$ cat src/ksq_pkg.sv
// Shared types and constants of the keyframe servo sequencer.
package ksq_pkg;

   localparam int MOVE_DEPTH_DEF  = 32;
   localparam int JOINT_COUNT_DEF = 32;
   localparam int ADDR_W          = 6;
   localparam int ELAPSED_W       = 18;
   localparam int CSR_INDEX_W     = 2;
   localparam int CSR_DATA_W      = 16;

   localparam logic [CSR_INDEX_W-1:0] CSR_ANIM_LENGTH = 2'd0;
   localparam logic [CSR_INDEX_W-1:0] CSR_LOOP_ENABLE = 2'd1;
   localparam logic [CSR_INDEX_W-1:0] CSR_MOVE_COUNT  = 2'd2;

   typedef enum logic [2:0] {
      MODE_TICK      = 3'd0,
      MODE_RESTART   = 3'd1,
      MODE_START     = 3'd2,
      MODE_STOP      = 3'd3,
      MODE_LOAD_MOVE = 3'd4,
      MODE_LOAD_BIND = 3'd5
   } mode_type;

   typedef enum logic [1:0] {
      ST_IDLE,
      ST_FETCH,
      ST_EMIT,
      ST_STATUS
   } state_type;

   typedef struct packed {
      logic [15:0]       key_time;
      logic [4:0]        joint;
      logic signed [9:0] angle;
      logic [15:0]       duration;
   } move_entry_type;

   typedef struct packed {
      logic              wr;
      logic              rd;
      logic [ADDR_W-1:0] addr;
      move_entry_type    wdata;
   } move_port_type;

   typedef struct packed {
      logic              wr;
      logic              rd;
      logic [ADDR_W-1:0] addr;
      logic              bound;
      logic [4:0]        servo;
   } bind_port_type;

   typedef struct packed {
      logic       valid;
      logic [4:0] servo;
   } bind_entry_type;

endpackage

$ cat src/ksq_move_mem.sv
// Move table: synchronous single-port memory with registered read data.
module ksq_move_mem #(
   parameter int MOVE_DEPTH = ksq_pkg::MOVE_DEPTH_DEF
) (
   input  logic                    clock,
   input  ksq_pkg::move_port_type  port,
   output ksq_pkg::move_entry_type rd_data
);
   import ksq_pkg::*;

   localparam int AW = (MOVE_DEPTH > 1) ? $clog2(MOVE_DEPTH) : 1;

   move_entry_type entries_ff [MOVE_DEPTH];
   move_entry_type rd_data_ff;

   always_ff @(posedge clock) begin
      if (port.wr) begin
         entries_ff[port.addr[AW-1:0]] <= port.wdata;
      end
      if (port.rd) begin
         rd_data_ff <= entries_ff[port.addr[AW-1:0]];
      end
   end

   assign rd_data = rd_data_ff;

endmodule

$ cat src/ksq_bind_mem.sv
// Binding table: servo memory with per-joint valid flags cleared at reset.
module ksq_bind_mem #(
   parameter int JOINT_COUNT = ksq_pkg::JOINT_COUNT_DEF
) (
   input  logic                    clock,
   input  logic                    reset,
   input  ksq_pkg::bind_port_type  port,
   output ksq_pkg::bind_entry_type rd_data
);
   import ksq_pkg::*;

   localparam int AW = (JOINT_COUNT > 1) ? $clog2(JOINT_COUNT) : 1;

   logic [4:0]             servo_ff [JOINT_COUNT];
   logic [JOINT_COUNT-1:0] valid_ff;
   bind_entry_type         rd_data_ff;

   always_ff @(posedge clock) begin
      if (reset) begin
         valid_ff <= '0;
      end else if (port.wr) begin
         valid_ff[port.addr[AW-1:0]] <= port.bound;
      end
   end

   always_ff @(posedge clock) begin
      if (port.wr) begin
         servo_ff[port.addr[AW-1:0]] <= port.servo;
      end
      if (port.rd) begin
         rd_data_ff.valid <= valid_ff[port.addr[AW-1:0]];
         rd_data_ff.servo <= servo_ff[port.addr[AW-1:0]];
      end
   end

   assign rd_data = rd_data_ff;

endmodule

$ cat src/ksq_ctrl.sv
// Sequencer control: command decode, table walk, timing state and result beats.
module ksq_ctrl #(
   parameter int MOVE_DEPTH  = ksq_pkg::MOVE_DEPTH_DEF,
   parameter int JOINT_COUNT = ksq_pkg::JOINT_COUNT_DEF
) (
   input  logic                                 clock,
   input  logic                                 reset,
   input  logic                                 start,
   output logic                                 busy,
   input  logic [2:0]                           req_mode,
   input  logic [15:0]                          req_amount_ms,
   input  logic [4:0]                           req_slot_index,
   input  logic [15:0]                          req_key_time_ms,
   input  logic [4:0]                           req_joint_id,
   input  logic signed [9:0]                    req_target_angle,
   input  logic [15:0]                          req_move_duration_ms,
   input  logic [4:0]                           req_servo_id,
   input  logic                                 req_bound,
   input  logic                                 csr_we,
   input  logic [ksq_pkg::CSR_INDEX_W-1:0]      csr_index,
   input  logic [ksq_pkg::CSR_DATA_W-1:0]       csr_wdata,
   output ksq_pkg::move_port_type               move_port,
   input  ksq_pkg::move_entry_type              move_rdata,
   output ksq_pkg::bind_port_type               bind_port,
   input  ksq_pkg::bind_entry_type              bind_rdata,
   output logic                                 rsp_valid,
   output logic                                 rsp_kind,
   output logic [4:0]                           rsp_servo_out,
   output logic signed [9:0]                    rsp_angle_out,
   output logic [15:0]                          rsp_duration_out,
   output logic                                 rsp_was_active,
   output logic                                 rsp_last
);
   import ksq_pkg::*;

   localparam logic [ADDR_W-1:0] DEPTH_LIM  = ADDR_W'(MOVE_DEPTH);
   localparam logic [ADDR_W:0]   JOINT_LIM  = (ADDR_W + 1)'(JOINT_COUNT);

   state_type                   state_ff, state_in;
   logic signed [ELAPSED_W-1:0] elapsed_ff, elapsed_in;
   logic [ADDR_W-1:0]           next_ff, next_in;
   logic                        running_ff, running_in;
   logic                        act_ff, act_in;
   logic [15:0]                 len_ff, len_in;
   logic                        loop_ff, loop_in;
   logic [5:0]                  count_ff, count_in;

   logic                        rsp_valid_ff, rsp_valid_in;
   logic                        rsp_kind_ff, rsp_kind_in;
   logic [4:0]                  rsp_servo_ff, rsp_servo_in;
   logic signed [9:0]           rsp_angle_ff, rsp_angle_in;
   logic [15:0]                 rsp_duration_ff, rsp_duration_in;
   logic                        rsp_act_ff, rsp_act_in;
   logic                        rsp_last_ff, rsp_last_in;

   logic [ADDR_W-1:0]           limit;
   logic [ADDR_W-1:0]           next_plus;
   logic signed [ELAPSED_W-1:0] amount_ext;
   logic signed [ELAPSED_W-1:0] key_ext;
   logic signed [ELAPSED_W-1:0] len_ext;
   logic                        joint_ok;

   assign limit      = (count_ff > DEPTH_LIM) ? DEPTH_LIM : count_ff;
   assign next_plus  = next_ff + ADDR_W'(1);
   assign amount_ext = $signed({2'b00, req_amount_ms});
   assign key_ext    = $signed({2'b00, move_rdata.key_time});
   assign len_ext    = $signed({2'b00, len_ff});
   assign joint_ok   = {2'b00, move_rdata.joint} < JOINT_LIM;

   always_ff @(posedge clock) begin
      if (reset) begin
         state_ff     <= ST_IDLE;
         elapsed_ff   <= '0;
         next_ff      <= '0;
         running_ff   <= 1'b0;
         act_ff       <= 1'b0;
         len_ff       <= '0;
         loop_ff      <= 1'b0;
         count_ff     <= '0;
         rsp_valid_ff <= 1'b0;
      end else begin
         state_ff     <= state_in;
         elapsed_ff   <= elapsed_in;
         next_ff      <= next_in;
         running_ff   <= running_in;
         act_ff       <= act_in;
         len_ff       <= len_in;
         loop_ff      <= loop_in;
         count_ff     <= count_in;
         rsp_valid_ff <= rsp_valid_in;
      end
   end

   always_ff @(posedge clock) begin
      rsp_kind_ff     <= rsp_kind_in;
      rsp_servo_ff    <= rsp_servo_in;
      rsp_angle_ff    <= rsp_angle_in;
      rsp_duration_ff <= rsp_duration_in;
      rsp_act_ff      <= rsp_act_in;
      rsp_last_ff     <= rsp_last_in;
   end

   always_comb begin
      state_in        = state_ff;
      elapsed_in      = elapsed_ff;
      next_in         = next_ff;
      running_in      = running_ff;
      act_in          = act_ff;
      len_in          = len_ff;
      loop_in         = loop_ff;
      count_in        = count_ff;
      rsp_valid_in    = 1'b0;
      rsp_kind_in     = 1'b0;
      rsp_servo_in    = '0;
      rsp_angle_in    = '0;
      rsp_duration_in = '0;
      rsp_act_in      = 1'b0;
      rsp_last_in     = 1'b0;
      move_port       = '0;
      bind_port       = '0;

      if (csr_we) begin
         unique case (csr_index)
            CSR_ANIM_LENGTH: len_in   = csr_wdata[15:0];
            CSR_LOOP_ENABLE: loop_in  = csr_wdata[0];
            CSR_MOVE_COUNT:  count_in = csr_wdata[5:0];
            default: ;
         endcase
      end

      unique case (state_ff)
         ST_IDLE: begin
            if (start) begin
               act_in   = 1'b0;
               state_in = ST_STATUS;
               unique case (req_mode)
                  MODE_TICK: begin
                     if (running_ff) begin
                        act_in     = 1'b1;
                        elapsed_in = elapsed_ff + amount_ext;
                        if (next_ff < limit) begin
                           move_port.rd   = 1'b1;
                           move_port.addr = next_ff;
                           state_in       = ST_FETCH;
                        end
                     end
                  end
                  MODE_RESTART: begin
                     next_in    = '0;
                     elapsed_in = -amount_ext;
                     running_in = 1'b1;
                  end
                  MODE_START: running_in = 1'b1;
                  MODE_STOP:  running_in = 1'b0;
                  MODE_LOAD_MOVE: begin
                     if ({1'b0, req_slot_index} < DEPTH_LIM) begin
                        move_port.wr             = 1'b1;
                        move_port.addr           = {1'b0, req_slot_index};
                        move_port.wdata.key_time = req_key_time_ms;
                        move_port.wdata.joint    = req_joint_id;
                        move_port.wdata.angle    = req_target_angle;
                        move_port.wdata.duration = req_move_duration_ms;
                     end
                  end
                  MODE_LOAD_BIND: begin
                     if ({2'b00, req_slot_index} < JOINT_LIM) begin
                        bind_port.wr    = 1'b1;
                        bind_port.addr  = {1'b0, req_slot_index};
                        bind_port.bound = req_bound;
                        bind_port.servo = req_servo_id;
                     end
                  end
                  default: ;
               endcase
            end
         end
         ST_FETCH: begin
            if (elapsed_ff >= key_ext) begin
               bind_port.rd   = joint_ok;
               bind_port.addr = {1'b0, move_rdata.joint};
               state_in       = ST_EMIT;
            end else begin
               state_in = ST_STATUS;
            end
         end
         ST_EMIT: begin
            if (joint_ok && bind_rdata.valid) begin
               rsp_valid_in    = 1'b1;
               rsp_servo_in    = bind_rdata.servo;
               rsp_angle_in    = move_rdata.angle;
               rsp_duration_in = move_rdata.duration;
            end
            next_in = next_plus;
            if (next_plus < limit) begin
               move_port.rd   = 1'b1;
               move_port.addr = next_plus;
               state_in       = ST_FETCH;
            end else begin
               state_in = ST_STATUS;
            end
         end
         ST_STATUS: begin
            rsp_valid_in = 1'b1;
            rsp_kind_in  = 1'b1;
            rsp_act_in   = act_ff;
            rsp_last_in  = 1'b1;
            if (act_ff && (elapsed_ff >= len_ext)) begin
               elapsed_in = '0;
               next_in    = '0;
               running_in = loop_ff;
            end
            state_in = ST_IDLE;
         end
      endcase
   end

   assign busy             = (state_ff != ST_IDLE);
   assign rsp_valid        = rsp_valid_ff;
   assign rsp_kind         = rsp_kind_ff;
   assign rsp_servo_out    = rsp_servo_ff;
   assign rsp_angle_out    = rsp_angle_ff;
   assign rsp_duration_out = rsp_duration_ff;
   assign rsp_was_active   = rsp_act_ff;
   assign rsp_last         = rsp_last_ff;

endmodule

$ cat src/keyframe_servo_sequencer_top.sv
// Keyframe servo sequencer: top level joining control and the two tables.
// A command's status beat follows acceptance through the status state and the beat register;
// a running tick first steps through the move entries it passes (move table read, then binding
// table read) and stops after reading the first entry within the move count whose time is ahead.
// The next command is taken in the cycle the status beat is shown; results cannot stall.
// Synchronous reset stops playback, zeroes time, pointer and registers, and unbinds all joints.
module keyframe_servo_sequencer_top #(
   parameter int MOVE_DEPTH  = ksq_pkg::MOVE_DEPTH_DEF,
   parameter int JOINT_COUNT = ksq_pkg::JOINT_COUNT_DEF
) (
   input  logic                            clock,
   input  logic                            reset,
   input  logic                            start,
   output logic                            busy,
   input  logic [2:0]                      req_mode,
   input  logic [15:0]                     req_amount_ms,
   input  logic [4:0]                      req_slot_index,
   input  logic [15:0]                     req_key_time_ms,
   input  logic [4:0]                      req_joint_id,
   input  logic signed [9:0]               req_target_angle,
   input  logic [15:0]                     req_move_duration_ms,
   input  logic [4:0]                      req_servo_id,
   input  logic                            req_bound,
   input  logic                            csr_we,
   input  logic [ksq_pkg::CSR_INDEX_W-1:0] csr_index,
   input  logic [ksq_pkg::CSR_DATA_W-1:0]  csr_wdata,
   output logic                            rsp_valid,
   output logic                            rsp_kind,
   output logic [4:0]                      rsp_servo_out,
   output logic signed [9:0]               rsp_angle_out,
   output logic [15:0]                     rsp_duration_out,
   output logic                            rsp_was_active,
   output logic                            rsp_last
);
   import ksq_pkg::*;

   move_port_type  move_port;
   move_entry_type move_rdata;
   bind_port_type  bind_port;
   bind_entry_type bind_rdata;

   ksq_ctrl #(
      .MOVE_DEPTH  (MOVE_DEPTH),
      .JOINT_COUNT (JOINT_COUNT)
   ) u_ctrl (
      .clock                (clock),
      .reset                (reset),
      .start                (start),
      .busy                 (busy),
      .req_mode             (req_mode),
      .req_amount_ms        (req_amount_ms),
      .req_slot_index       (req_slot_index),
      .req_key_time_ms      (req_key_time_ms),
      .req_joint_id         (req_joint_id),
      .req_target_angle     (req_target_angle),
      .req_move_duration_ms (req_move_duration_ms),
      .req_servo_id         (req_servo_id),
      .req_bound            (req_bound),
      .csr_we               (csr_we),
      .csr_index            (csr_index),
      .csr_wdata            (csr_wdata),
      .move_port            (move_port),
      .move_rdata           (move_rdata),
      .bind_port            (bind_port),
      .bind_rdata           (bind_rdata),
      .rsp_valid            (rsp_valid),
      .rsp_kind             (rsp_kind),
      .rsp_servo_out        (rsp_servo_out),
      .rsp_angle_out        (rsp_angle_out),
      .rsp_duration_out     (rsp_duration_out),
      .rsp_was_active       (rsp_was_active),
      .rsp_last             (rsp_last)
   );

   ksq_move_mem #(
      .MOVE_DEPTH (MOVE_DEPTH)
   ) u_move_mem (
      .clock   (clock),
      .port    (move_port),
      .rd_data (move_rdata)
   );

   ksq_bind_mem #(
      .JOINT_COUNT (JOINT_COUNT)
   ) u_bind_mem (
      .clock   (clock),
      .reset   (reset),
      .port    (bind_port),
      .rd_data (bind_rdata)
   );

endmodule

$ cat config.mk
export PLATFORM = sky130hd
export DESIGN_NAME = keyframe_servo_sequencer_top
export DESIGN_NICKNAME = d
export VERILOG_FILES = /design/src/ksq_pkg.sv /design/src/ksq_move_mem.sv /design/src/ksq_bind_mem.sv /design/src/ksq_ctrl.sv /design/src/keyframe_servo_sequencer_top.sv
export SDC_FILE = /design/constraint.sdc
export NUM_CORES = 2
export LEC_CHECK = 0
export BUFFER_PORTS_ARGS = -buffer_cell sky130_fd_sc_hd__buf_2
export CAP_MARGIN = 20
export CORE_MARGIN = 1
export CORE_UTILIZATION = 42
export DETAILED_ROUTE_END_ITERATION = 7
export PLACE_DENSITY = 0.54
export SYNTH_ARGS = -nofsm -noshare
export SYNTH_HDL_FRONTEND = slang
export SYNTH_SLANG_ARGS = --single-unit
$ cat constraint.sdc
create_clock -name clock -period 6.5 [get_ports clock]
set_input_delay 0.975 -clock clock [delete_from_list [all_inputs] [get_ports clock]]
set_output_delay 0.975 -clock clock [all_outputs]
set_load 0.01 [all_outputs]
== After elaboration in Yosys (flattened, before gate mapping) ==
Memory sizes are Yosys's and may differ from the RTL's. A register that Yosys moved wholly into a read port is not among the register bits.
Index checks and enable logic that the tools add are counted.
W data, S select, Z words.

* Memory bits (writable): 1664
* Input bits: 99
* Memories: 2
* Output and inout bits: 36
* Word-level logic and storage cells: 116
* Register bits: 118

* Order comparisons: 7
* Add/subtract/negate cells: 3
* Multiplexer cells: 55
* Eq/ne operators: 16
* Reductions and logical operators: 17

{| class="wikitable"
|+ Memory list
! name !! words !! bits a word !! rd ports !! clocked after Yosys merged registers in !! write ports !! line !! text
|-
| u_move_mem.entries_ff || 32 || 47 || 1 || 1 || 1 || ksq_move_mem.sv:13 || <nowiki>move_entry_type entries_ff [MOVE_DEPTH];</nowiki>
|-
| u_bind_mem.servo_ff || 32 || 5 || 1 || 1 || 1 || ksq_bind_mem.sv:14 || <nowiki>logic [4:0] servo_ff [JOINT_COUNT];</nowiki>
|}

{| class="wikitable"
|+ Operators by type and width
! operator !! number
|-
| $mux W47 || 2
|-
| $pmux W18 S2 || 2
|-
| $mux W55 || 1
|-
| $mux W18 || 3
|-
| $ge A18 B17 Y1 || 2
|-
| $bwmux W32 || 1
|-
| $mux W6 || 5
|-
| $mux W7 || 4
|-
| $mux W11 || 2
|-
| $mux W1 || 20
|-
| $add A18 B17 Y18 || 1
|-
| $neg A16 Y18 || 1
|-
| $pmux W6 S3 || 1
|-
| $pmux W7 S2 || 1
|-
| $lt A6 B6 Y1 || 2
|-
| $pmux W6 S2 || 1
|-
| $mux W2 || 5
|-
| $pmux W5 S2 || 1
|-
| $reduce_and A2 Y1 || 5
|-
| $pmux W2 S4 || 1
|-
| $reduce_and A4 Y1 || 2
|-
| $add A6 B1 Y6 const B || 1
|-
| $eq A2 B2 Y1 const B || 3
|-
| $eq A3 B2 Y1 const B || 2
|-
| other kinds (20) || 29
|}

== Depth between registers and ports, before layout ==
* Depth after elaboration: 10
* Mapped depth: 17
* Mapped depth without buffers: 13

== Modules after synthesis ==
Synthesis repeated with hierarchy kept, for this count alone.

* Cells, all modules: 4322
* Area total of the unflattened synthesis: 72175.5 um^2

{| class="wikitable"
|+ Modules (own cells, without submodules)
! module !! cells an instance !! times used !! area each (um^2) !! seq. area each (um^2)
|-
| ksq_move_mem || 3054 || 1 || 58381.0 || 46574.7
|-
| ksq_bind_mem || 545 || 1 || 8072.7 || 5625.4
|-
| ksq_ctrl || 723 || 1 || 5721.7 || 1701.6
|}

== Worst setup path after synthesis ==
No wires, ideal clock.

* Path type: register -> register
* Start point: register u_ctrl.next_ff[0]
* End point: memory u_move_mem.entries_ff[0][0] (netlist name), enable pin
* Period minus slack after synthesis: 5675 ps
* Required time: 6048 ps
* Cell stages (with the launch flop): 16
* Buffers on the path: 4
* Arrival time: 5223 ps
* Setup slack: 825 ps
* Setup time: 452 ps
* Cells stage by stage: dfxtp_1 > ha_1 > nand3_1 > xnor2_1 > ha_1 > o21a_1 > o21ai_0 > nand2b_1 > a21o_1 > o221a_2 > buf_2 > buf_2 > buf_2 > buf_1 > nand3_1 > nor2_1

* Cells in the longest elaborated chain, start to end: 6
* Elaborated cells between the ends (all ways): 9
* Those cells by class: add/sub (1); order compare (2); mux (6)

{| class="wikitable"
|+ RTL lines
! what !! line !! text
|-
| start: declaration || ksq_ctrl.sv:41 || <nowiki>logic [ADDR_W-1:0] next_ff, next_in;</nowiki>
|-
| start signal: assignment || ksq_ctrl.sv:84 || <nowiki>next_ff <= next_in;</nowiki>
|-
| parallel branches: the longest is 5 deep, another holds $add A6 B1 Y6 || - ||
|-
| $pmux W7 S2 * || ksq_ctrl.sv:131 || <nowiki>unique case (state_ff)</nowiki>
|-
| end: declaration || ksq_move_mem.sv:13 ||
|}

Every way passes the cells marked *.

== Worst setup path after layout ==
* Start point: register u_ctrl.next_ff[0]
* End point: register, netlist name u_move_mem.rd_data[2]

* Cells in the longest elaborated chain, start to end: 6
* Elaborated cells between the ends (all ways): 10
* Those cells by class: add/sub (1); order compare (2); mux (7)

{| class="wikitable"
|+ RTL lines
! what !! line
|-
| parallel branches: the longest is 5 deep, another holds $add A6 B1 Y6 || -
|-
| $pmux W7 S2 * || ksq_ctrl.sv:131
|}

Marked as above.
A chain may end at the register's enable or synchronous reset.

==> results.cfg <==
[pwr]
peakVddDrop_uv = 240
power_leakage_nw = 26.5
design_power_total_w = 0.0248
power_density_nw_per_um2 = 303

[cts]
insertion_delay_ns = 0.82
cts_buffers = 186
hold_buffers = 0
clock_path_buffers = 3
htree_levels = 4
post_cts_resized = 0
clkTransAtPathRegs_ns = 0.07
cts_setup_buffers = 0
clockRootBuffer = clkbuf_16
clock_sinks = 1834
cts_tree = built

[grt]
grt_use_total_pct = 22.5
antenna_found_initial = 4
grt_pass1_vias = 37600
grt_pass1_wl_um = 276000
grt_max_degree = 91
gr-total-overflow = 0

[worst_setup_path]
worst-setup-path-type = reg -> reg
cpPeakStageDelay_ns = 0.73
endpoint_kind = register
arrival_ns = 5.70
worst_setup_path_start_kind = register
cpMaxStageDelayCell = a2111oi_0
cp_max_fo = 24
required_ns = 7.03
crit_chain = ha_1 -> nand3_1 -> xnor2_1 -> ha_1 -> a2111oi_0 -> o21ai_0 -> a21oi_1 -> a221o_4 -> mux4_2 -> and3_1 -> a2111oi_0 -> nand4_1
r2r_cells = 12

[worst_hold_path]
min-delay-path-class = in -> reg
hold-path-cell-count = 3

[sta]
fmax_mhz = 193
slew_violations = 0
maxSlewHeadroom_pct = 27.5
skew_ns = 0.0470
period_share_pct = 79.6
grt_setup_unrepaired = no
final.hold.worst_slack_ns = 0.392
fin_tns_setup_ns = 0
setup_viol = 0
hold_viol_final = 0
worstMarginPinSlew_ns = 1.08
fin_crit_ns = 5.17

[yosys]
synth.area.mux_share_pct = 12.1
synth_compound_area_share_pct = 5.57
synth_area_um2 = 71400
yosysTopAreaCellShare_pct = 72.3
synth-seq-area-share_pct = 75.5
ys_ff_latch = 1834
synth_top_family_by_area = multiplexers
synth_edf_count = 1717
dominantRegCellSynth = edfxtp_1
synth.most_common_cell = edfxtp_1
yosysTopAreaCell = edfxtp_1
synth_area_per_cell_um2 = 19.5
synth.top_cells.by_area = edfxtp_1 (72%), mux4_2 (11%), dfxtp_1 (3.3%)
synth_xor_area_share_pct = 0.331
synth_cell_types = 84
netlist_instances = 3662
synth_common_cells = edfxtp_1 (1717), mux4_2 (360), a22oi_1 (186)
synth_fp_nets = 3822
yosys_warnings = 0
synth-adder-area-share_pct = 1.08
synth_simple_gate_area_share_pct = 3.90
ys_async_sr_fraction_pct = 0

[cells_and_area]
final_cells = 6295
fin_util_pct = 48.8
syn_to_final_growth_pct = 14.9
drive_above_1_share_pct = 23.6
fillCellCount = 13800
nNetsFinal = 4095

[die]
die_area_um2 = 172000
start_util_pct = 42.5
die_y_um = 414
core_um2 = 168000
rows = 150
ioPinCount = 135
die_w_um = 414

[routing]
drc = 0
first_iter_violations = 4020
postRouteAntennaNets = 0
finalWirelength_um = 194000
drt_first_pass_iters = 6
vias = 37400
wl_per_cell_um = 30.8
vias_per_cell = 5.95

[place]
dp_hpwl_um = 104000
place_congestion = 0.814
placed_cells = 5936
io_buffers = 134

[job]
drv_cap = 0

[status]
status = completed
==> worst paths after layout <==
kind | startpoint | endpoint | slack, ns
max reg2reg | u_ctrl.next_ff[0]$_SDFFE_PP0P_ | u_move_mem.rd_data[2]$_DFFE_PP_ | 1.33
max | u_ctrl.next_ff[0]$_SDFFE_PP0P_ | u_move_mem.rd_data[2]$_DFFE_PP_ | 1.33
min | csr_wdata[15] | u_ctrl.len_ff[15]$_SDFFE_PP0P_ | 0.39
min reg2reg | u_bind_mem.rd_data[0]$_DFFE_PP_ | u_ctrl.rsp_servo_out[0]$_SDFF_PN0_ | 0.45
==> cell families (layout without fill, tap and decap cells) <==
kind of cell	after synthesis	count (layout)
multiplexers	415	415
AND/OR/NAND/NOR	542	542
other	0	2
AO/OA/AOI/OAI	536	536
flip-flops	1834	1834
adder cells (fa/ha/maj)	61	61
buffers and inverters	247	674
XOR/XNOR	27	27
==> worst max-delay path: cells and delay by family, from the launching register on <==
kind | cells | cell delay (ns)
flops | 1 | 0.49
mux | 1 | 0.37
xor+xnor | 1 | 0.35
simple gates | 3 | 0.46
compound gates | 5 | 2.58
fa+ha+maj | 2 | 0.62
==> placed cells by master, fill, tap and decap left out, types with 38 or more instances in the layout <==
master     Yosys  routed
a21oi_1       80      80
buf_2         71     134
dfxtp_1      117     117
clkinv_2       0      38
mux4_2       360     360
and2_1        96      96
nor2_1       117      85
o21ai_0       43      43
mux2i_1       55      55
a22oi_1      186     186
buf_4          1      93
edfxtp_1    1717    1717
nand4_1       60      60
inv_1         55      55
nand2_1      129     129
ha_1          60      60
clkbuf_16      0     194
clkbuf_1     102      54
==> area by class of cell <==
class                   instances  area (µm²)  area share, %
diodes                          2        5.00        0.00610
clock buffers                 257        5150           6.28
clock inverters                85         837           1.02
inverters                      57         214          0.261
multi-input cells            1581       16800           20.5
flip-flops and latches       1834       53900           65.7
well taps                    2204        2760           3.36
repair buffers                275        2360           2.87
==> power by group <==
| group | internal (W) | total (W) | switching [W] |
|---|---|---|---|
| sequential | 0.0128 | 0.0129 | 0.0000513 |
| clock | 0.00602 | 0.0105 | 0.00451 |
| combinational | 0.000647 | 0.00141 | 0.000762 |
| total | 0.0195 | 0.0248 | 0.00532 |
==> metal layers <==
layer	share of wire, %	wire length [µm]	up-vias	global-route usage [%]
li1	-	-	15800	-
met5	0.0067	13	-	0
met2	48	92200	1405	36.0
met3	6.4	12400	285	3.92
met4	2.4	4570	2	5.87
met1	44	84500	20000	31.9
==> per-stage QoR <==
stage                     setup WS (ns)  instance area (µm²)
after floorplan                   0.825                71400
after global placement             1.26                75600
after detailed placement           1.35                75700
after CTS                          1.29                81700
after global routing              0.965                82000
final                              1.33                82000
==> state kept, by name (all words and copies together), names as in the netlist <==
signal                   count
u_ctrl.state_ff              2
u_move_mem.rd_data          47
u_bind_mem.valid_ff         32
u_ctrl.rsp_was_active        1
u_move_mem.entries_ff     1504
u_ctrl.running_ff            1
u_ctrl.rsp_angle_out        10
u_ctrl.act_ff                1
u_bind_mem.rd_data           6
u_bind_mem.servo_ff        160
u_ctrl.next_ff               6
u_ctrl.rsp_duration_out     16
u_ctrl.rsp_valid             1
u_ctrl.loop_ff               1
u_ctrl.count_ff              6
u_ctrl.elapsed_ff           18
u_ctrl.rsp_servo_out         5
u_ctrl.len_ff               16
u_ctrl.rsp_kind              1
(Power assumes the default switching activity.)
